--- src/hdl/mi64_pkg.sv ---
// Shared types and constants for the 64-bit modular inverse block.
package mi64_pkg;

	localparam int unsigned W = 64;

	typedef logic [W-1:0] word_t;

	// Commands from the controller to the datapath.
	typedef struct packed {
		logic load;      // capture a and p, set up the first division p / a
		logic div_start; // start division num / den
		logic update;    // apply quotient: cofactor and remainder shift
		logic finish;    // form the final result
	} dp_cmd_t;

	// Status from the datapath to the controller.
	typedef struct packed {
		logic div_done;
		logic trivial;   // a >= p or a < 3: result known at load
		logic den_le1;
	} dp_sts_t;

endpackage

--- src/hdl/mi64_div.sv ---
// Restoring radix-2 divider, one quotient bit per cycle, with a shift-add quotient multiply.
module mi64_div (
	input  logic            clk,
	input  logic            arst_n,
	input  logic            start,
	input  mi64_pkg::word_t dividend,
	input  mi64_pkg::word_t divisor,
	input  mi64_pkg::word_t mcand,
	output logic            done,
	output mi64_pkg::word_t remainder,
	output mi64_pkg::word_t product
);
	import mi64_pkg::*;

	localparam int unsigned CW = $clog2(W + 1);

	word_t        quo_q;
	word_t        dvs_q;
	word_t        mcd_q;
	word_t        prod_q;
	logic [W:0]   rem_q;
	logic [CW-1:0] cnt_q;
	logic         busy_q;
	logic [W:0]   trial;
	logic [W:0]   shifted;
	logic         qbit;

	assign shifted = {rem_q[W-1:0], quo_q[W-1]};
	assign trial   = shifted - {1'b0, dvs_q};
	assign qbit    = ~trial[W];

	always_ff @(posedge clk or negedge arst_n) begin
		if (!arst_n) begin
			busy_q <= 1'b0;
			cnt_q  <= '0;
			done   <= 1'b0;
		end else begin
			done <= 1'b0;
			if (start) begin
				busy_q <= 1'b1;
				cnt_q  <= CW'(W);
			end else if (busy_q) begin
				cnt_q <= cnt_q - CW'(1);
				if (cnt_q == CW'(1)) begin
					busy_q <= 1'b0;
					done   <= 1'b1;
				end
			end
		end
	end

	// product accumulates quotient * mcand (mod 2^64), quotient bits MSB first
	always_ff @(posedge clk) begin
		if (start) begin
			quo_q  <= dividend;
			dvs_q  <= divisor;
			mcd_q  <= mcand;
			rem_q  <= '0;
			prod_q <= '0;
		end else if (busy_q) begin
			rem_q  <= qbit ? trial : shifted;
			quo_q  <= {quo_q[W-2:0], qbit};
			prod_q <= {prod_q[W-2:0], 1'b0} + (qbit ? mcd_q : '0);
		end
	end

	assign remainder = rem_q[W-1:0];
	assign product   = prod_q;

endmodule

--- src/hdl/mi64_dp.sv ---
// Datapath: operand, cofactor and parity registers around the shared divider.
module mi64_dp (
	input  logic              clk,
	input  logic              arst_n,
	input  mi64_pkg::dp_cmd_t cmd,
	output mi64_pkg::dp_sts_t sts,
	input  mi64_pkg::word_t   value_a,
	input  mi64_pkg::word_t   modulus_p,
	output mi64_pkg::word_t   inverse,
	output logic              invalid
);
	import mi64_pkg::*;

	word_t p_q, num_q, den_q, c0_q, c1_q, res_q;
	logic  odd_q, bad_q, triv_q;
	word_t dr, dprod;
	logic  ddone;

	mi64_div u_div (
		.clk      (clk),
		.arst_n   (arst_n),
		.start    (cmd.div_start),
		.dividend (num_q),
		.divisor  (den_q),
		.mcand    (c1_q),
		.done     (ddone),
		.remainder(dr),
		.product  (dprod)
	);

	// c1 = 1, c0 = 0, odd = 1 makes the first step p / a yield c1 = p / a, c0 = 1, odd = 0
	always_ff @(posedge clk) begin
		if (cmd.load) begin
			p_q   <= modulus_p;
			num_q <= modulus_p;
			den_q <= value_a;
			c0_q  <= '0;
			c1_q  <= W'(1);
			odd_q <= 1'b1;
			if (value_a >= modulus_p) begin
				res_q <= '0; bad_q <= 1'b1; triv_q <= 1'b1;
			end else if (value_a < W'(2)) begin
				res_q <= value_a; bad_q <= 1'b0; triv_q <= 1'b1;
			end else if (value_a == W'(2)) begin
				res_q  <= (modulus_p >> 1) + W'(modulus_p[0]);
				bad_q  <= 1'b0; triv_q <= 1'b1;
			end else begin
				res_q <= '0; bad_q <= 1'b0; triv_q <= 1'b0;
			end
		end else if (cmd.update) begin
			c1_q  <= dprod + c0_q;
			c0_q  <= c1_q;
			odd_q <= ~odd_q;
			num_q <= den_q;
			den_q <= dr;
		end else if (cmd.finish) begin
			if (den_q == '0) begin
				res_q <= '0; bad_q <= 1'b1;
			end else begin
				res_q <= odd_q ? c1_q : p_q - c1_q;
				bad_q <= 1'b0;
			end
		end
	end

	assign sts.div_done = ddone;
	assign sts.trivial  = triv_q;
	assign sts.den_le1  = (den_q[W-1:1] == '0);
	assign inverse      = res_q;
	assign invalid      = bad_q;

endmodule

--- src/hdl/mi64_ctrl.sv ---
// Controller: sequences the Euclid steps and the result handshake.
module mi64_ctrl (
	input  logic              clk,
	input  logic              arst_n,
	input  logic              in_fire,
	output logic              idle,
	input  logic              out_taken,
	output logic              out_busy,
	output mi64_pkg::dp_cmd_t cmd,
	input  mi64_pkg::dp_sts_t sts
);
	import mi64_pkg::*;

	typedef enum logic [2:0] {
		S_IDLE, S_CHECK, S_DIV, S_FIN, S_OUT
	} state_t;

	state_t state_q;

	always_comb begin
		cmd           = '0;
		cmd.load      = in_fire;
		cmd.div_start = (state_q == S_CHECK) & ~sts.trivial & ~sts.den_le1;
		cmd.update    = (state_q == S_DIV) & sts.div_done;
		cmd.finish    = (state_q == S_FIN);
	end

	always_ff @(posedge clk or negedge arst_n) begin
		if (!arst_n) begin
			state_q <= S_IDLE;
		end else begin
			case (state_q)
				S_IDLE:  if (in_fire) state_q <= S_CHECK;
				S_CHECK: begin
					if (sts.trivial) state_q <= S_OUT;
					else if (sts.den_le1) state_q <= S_FIN;
					else state_q <= S_DIV;
				end
				S_DIV:   if (sts.div_done) state_q <= S_CHECK;
				S_FIN:   state_q <= S_OUT;
				S_OUT:   if (out_taken) state_q <= S_IDLE;
				default: state_q <= S_IDLE;
			endcase
		end
	end

	assign idle     = (state_q == S_IDLE);
	assign out_busy = (state_q == S_OUT);

	property p_out_from_work;
		@(posedge clk) disable iff (!arst_n)
		$rose(out_busy) |-> ($past(state_q) == S_CHECK || $past(state_q) == S_FIN);
	endproperty
	a_out_from_work: assert property (p_out_from_work) else $error("bad entry to output");

	a_load_idle: assert property (@(posedge clk) disable iff (!arst_n)
		in_fire |-> idle) else $error("load while busy");

	a_done_in_div: assert property (@(posedge clk) disable iff (!arst_n)
		sts.div_done |-> state_q == S_DIV) else $error("divider done out of step");

	a_out_held: assert property (@(posedge clk) disable iff (!arst_n)
		out_busy && !out_taken |=> out_busy) else $error("result dropped");

endmodule

--- src/hdl/modular_inverse_64.sv ---
// Top level of the 64-bit extended Euclidean modular inverse.
// One transaction in, one out; the block holds one item at a time and s_axis_tready is
// high only while it is idle. Each Euclid step runs the check state, the iterations of
// the shared restoring divider (which also forms quotient * cofactor by shift-add) and
// an update that applies the step; an item needs up to about 93 divisions for 64-bit
// operands. Operands with a < 3 or a >= p go from the check state straight to the
// output. Any m_axis_tready stall holds the result, and after each result is taken
// the block returns to idle before it accepts the next item.
module modular_inverse_64 (
	input  logic          clk,
	input  logic          arst_n,
	input  logic          s_axis_tvalid,
	output logic          s_axis_tready,
	input  logic [127:0]  s_axis_tdata,  // value_a[63:0], modulus_p[127:64]
	output logic          m_axis_tvalid,
	input  logic          m_axis_tready,
	output logic [63:0]   m_axis_tdata,  // inverse[63:0]
	output logic          m_axis_tuser   // invalid
);
	import mi64_pkg::*;

	dp_cmd_t cmd;
	dp_sts_t sts;
	logic    idle, out_busy, in_fire;

	assign s_axis_tready = idle;
	assign in_fire       = s_axis_tvalid & s_axis_tready;

	mi64_ctrl u_ctrl (
		.clk      (clk),
		.arst_n   (arst_n),
		.in_fire  (in_fire),
		.idle     (idle),
		.out_taken(m_axis_tready),
		.out_busy (out_busy),
		.cmd      (cmd),
		.sts      (sts)
	);

	mi64_dp u_dp (
		.clk      (clk),
		.arst_n   (arst_n),
		.cmd      (cmd),
		.sts      (sts),
		.value_a  (s_axis_tdata[63:0]),
		.modulus_p(s_axis_tdata[127:64]),
		.inverse  (m_axis_tdata),
		.invalid  (m_axis_tuser)
	);

	assign m_axis_tvalid = out_busy;

endmodule
--- config.mk ---
export PLATFORM = sky130hd
export DESIGN_NAME = modular_inverse_64
export DESIGN_NICKNAME = d
export VERILOG_FILES = /design/src/hdl/mi64_pkg.sv /design/src/hdl/mi64_div.sv /design/src/hdl/mi64_dp.sv /design/src/hdl/mi64_ctrl.sv /design/src/hdl/modular_inverse_64.sv
export SDC_FILE = /design/constraint.sdc
export NUM_CORES = 2
export LEC_CHECK = 0
export BUFFER_PORTS_ARGS = -buffer_cell sky130_fd_sc_hd__buf_2
export CAP_MARGIN = 20
export CORE_MARGIN = 3
export CORE_UTILIZATION = 60
export DETAILED_ROUTE_END_ITERATION = 10
export MAX_ROUTING_LAYER = met4
export PLACE_DENSITY = 0.78
export SLEW_MARGIN = 10
export SYNTH_ARGS = -nofsm -noshare
export SYNTH_HDL_FRONTEND = slang
export SYNTH_SLANG_ARGS = --single-unit
--- constraint.sdc ---
create_clock -name clk -period 17.08 [get_ports clk]
set_clock_uncertainty 0.05 [all_clocks]
set_input_delay 1.708 -clock clk [delete_from_list [all_inputs] [get_ports clk]]
set_output_delay 1.708 -clock clk [all_outputs]
set_load 0.01 [all_outputs]
==> impl_metrics.env <==
export IMPL_synth_mux_area_share_pct=2.706
export IMPL_run_status="finished, final reports clean"
export IMPL_cap_viol_max_count=0
export IMPL_initialDrtViolationCount=3652
export IMPL_synth_simple_area_share_pct=16.18
export IMPL_ant_nets=0
export IMPL_slew_limit_headroom_pct=19.43
export IMPL_cellLeakagePower_uw=0.02045
export IMPL_n_fill_cell=6045
export IMPL_grt_overflow_total=0
export IMPL_cts_tree="built"
export IMPL_synth_fp_nets=5385
export IMPL_yosysWarnings=0
export IMPL_synth_top_family_by_area="compound AO/OA/AOI/OAI gates"
export IMPL_core_area_um2=73450
export IMPL_irDropWorstVdd_mv=0.1894
export IMPL_vias_per_cell=6.250
export IMPL_syn_avg_cell_area_um2=9.088
export IMPL_grt_pass1_wl_mm=201.6
export IMPL_vias=37630
export IMPL_routed_wirelength_mm=132.4
export IMPL_drv_slew=0
export IMPL_root_buffer="clkbuf_16"
export IMPL_ys_ff_latch=719
export IMPL_cp_max_fo=62
export IMPL_pin_count=199
export IMPL_end_kind="register"
export IMPL_wire_per_inst_um=21.99
export IMPL_synth_compound_area_share_pct=19.39
export IMPL_final_cell_mix="nand2_1, a21oi_1, edfxtp_1, nor2_1, ha_1"
export IMPL_rsz0062_at_grt="no"
export IMPL_netlist_top_cells_area="edfxtp_1, dfxtp_1, ha_1"
export IMPL_yosysTopAreaCellShare_pct=30.17
export IMPL_design_area_um2=49000
export IMPL_grt_antenna_before_repair=15
export IMPL_hold_slack_ns=0.4079
export IMPL_row_count=99
export IMPL_final_common_cell="nand2_1"
export IMPL_die_h_um=279.2
export IMPL_hold_class="reg -> reg"
export IMPL_critPathKind="reg -> reg"
export IMPL_grt_start_max_net_pins=174
export IMPL_synth_edf_count=450
export IMPL_clock_latency_ns=0.63
export IMPL_period_minus_slack_ns=7.510
export IMPL_final_setup_tns_ns=0
export IMPL_synth_ff_type="edfxtp_1"
export IMPL_fmax_mhz=133.2
export IMPL_synth_cell_types=95
export IMPL_cp_required_ns=17.56
export IMPL_ys_async_sr_fraction_pct=1.669
export IMPL_ctsHoldBuffers=0
export IMPL_fin_crit_sh_pct=43.97
export IMPL_ys_seq_area_share_pct=42.32
export IMPL_cts_sinks=719
export IMPL_powerDensity_nw_per_um2=190.4
export IMPL_cts_resized=0
export IMPL_clockBufferDepth=3
export IMPL_synth_fa_ha_area_share_pct=9.117
export IMPL_die_w_um=279.2
export IMPL_port_buffers=198
export IMPL_gp_congestion=1.003
export IMPL_start_util_pct=60.99
export IMPL_start_kind="register"
export IMPL_synthToLayoutAreaGrowth_pct=9.382
export IMPL_fin_nets=5441
export IMPL_track_usage_pct=34.07
export IMPL_hold_violations=0
export IMPL_hpwlAfterDp_mm=96.90
export IMPL_die_area_um2=77980
export IMPL_finalSetupViolCount=0
export IMPL_post_route_util_pct=66.71
export IMPL_yosysTopAreaCell="edfxtp_1"
export IMPL_drc=0
export IMPL_drive_gt1_share_pct=9.604
export IMPL_netlist_instances=4929
export IMPL_place_area_um2=46300
export IMPL_grt_pass1_vias=34980
export IMPL_first_pass_iters=6
export IMPL_post_cts_setup_buffer_count=0
export IMPL_synth_xor_area_share_pct=5.784
export IMPL_clk_pin_slew_ns=0.06
export IMPL_arrival_ns=7.99
export IMPL_worst_slew_pin_slew_ns=1.197
export IMPL_synth_area_um2=44800
export IMPL_htreeDepth=3
export IMPL_cts_buffers=79
-- synthesized netlist by cell type (90+ instances only) --
library cell    n
inv_1         267
ha_1          320
clkbuf_1      214
edfxtp_1      450
nand4_1        90
a21o_1        195
nand2_1       748
xnor2_1       202
o21ai_0       246
nor2_1        338
a21oi_1       463
dfxtp_1       257
-- final cells by class --
| class | instances | area [um2] | share of cell area (%) |
|---|---|---|---|
| Clock buffer | 105 | 2208 | 4.507 |
| Sequential cell | 719 | 18960 | 38.70 |
| Tap cell | 959 | 1200 | 2.449 |
| Multi-Input combinational cell | 3690 | 23900 | 48.77 |
| Timing Repair Buffer | 227 | 1254 | 2.559 |
| Clock inverter | 41 | 435.4 | 0.8886 |
| Antenna cell | 12 | 30.03 | 0.06128 |
| Inverter | 268 | 1013 | 2.068 |
-- metal layers --
layer  GRT usage [%]  vias up  wire length, um
met5               -        -                0
met4           11.43        0             4593
met3           5.067      257            11560
met2           50.47     1550            58040
met1           48.08    17940            58220
li1                -    17880                -
-- worst max-delay path, cell delays in order (launching register included) --
cell and delay (ns):
edfxtp_1 0.38, inv_1 0.07, ha_1 0.18, fa_1 0.19, nand2b_1 0.16, a21oi_1 0.10
a211oi_2 0.34, o211a_1 0.28, o211ai_1 0.18, a21oi_2 0.34, o21ai_2 0.17, a221o_4 0.46
xor2_4 0.45, buf_4 0.52, and2_1 0.22, ha_1 0.29, a211o_1 0.32, a211o_1 0.31
a211oi_2 0.42, nor4_1 0.22, nor3_2 0.39, o211ai_1 0.21, and2_1 0.25, nand3_1 0.10
nand2_1 0.09, a31oi_1 0.21, xnor3_1 0.26, a211oi_2 0.21
-- worst paths after layout --
kind,depth (start not counted),to,slack [ns],from
worst min-delay path,2,u_dp.c0_q[6],0.41,u_dp.c0_q[6]
min in group asynchronous,1,u_dp.u_div.cnt_q[5],0.91,arst_n
max in group asynchronous,1,u_dp.u_div.busy_q,15.81,arst_n
worst min register to register,2,u_dp.c0_q[6],0.41,u_dp.c0_q[6]
worst max register to register,27,u_dp.u_div.product[63],9.57,u_dp.u_div.quo_q[63]
worst max-delay path,27,u_dp.u_div.product[63],9.57,u_dp.u_div.quo_q[63]
-- registers in the layout, indices dropped and copies added (netlist names) --
| name | count |
|---|---|
| u_dp.p_q | 64 |
| u_dp.u_div.cnt_q | 7 |
| u_dp.u_div.busy_q | 1 |
| u_dp.num_q | 64 |
| u_dp.u_div.rem_q | 64 |
| u_dp.inverse | 64 |
| u_dp.u_div.dvs_q | 64 |
| u_dp.triv_q | 1 |
| u_ctrl.state_q | 3 |
| u_dp.u_div.quo_q | 64 |
| u_dp.den_q | 64 |
| u_dp.invalid | 1 |
| u_dp.u_div.mcd_q | 64 |
| u_dp.c1_q | 64 |
| u_dp.c0_q | 64 |
| u_dp.u_div.done | 1 |
| u_dp.odd_q | 1 |
| u_dp.u_div.product | 64 |
-- logic make-up (layout without fill, tap and decap cells) --
logic type               Yosys count  in the layout
AO/OA/AOI/OAI                   1356           1356
AND/OR/NAND/NOR                 1607           1607
buffers and inverters            520            641
flip-flops                       719            719
XOR/XNOR                         290            290
other                              0             12
adder cells (fa/ha/maj)          324            324
multiplexers                     113            113
-- where the power goes --
part           internal [uW]  switching (uW)
Clock                   1020             730
Combinational           1790            2830
Sequential              2570             390
Total                   5380            3950
-- metrics by stage --
step           instances  setup WS (ns)  power [uW]
2_1_floorplan       4929          10.82        6379
3_3_place_gp        5862          9.833        7413
3_5_place_dp        5862          9.654        7484
4_1_cts             6008          9.620        9264
5_1_grt             6017          9.132        9939
6_report            6021          9.570        9329
No activity file was read; power rests on OpenSTA's default activity.
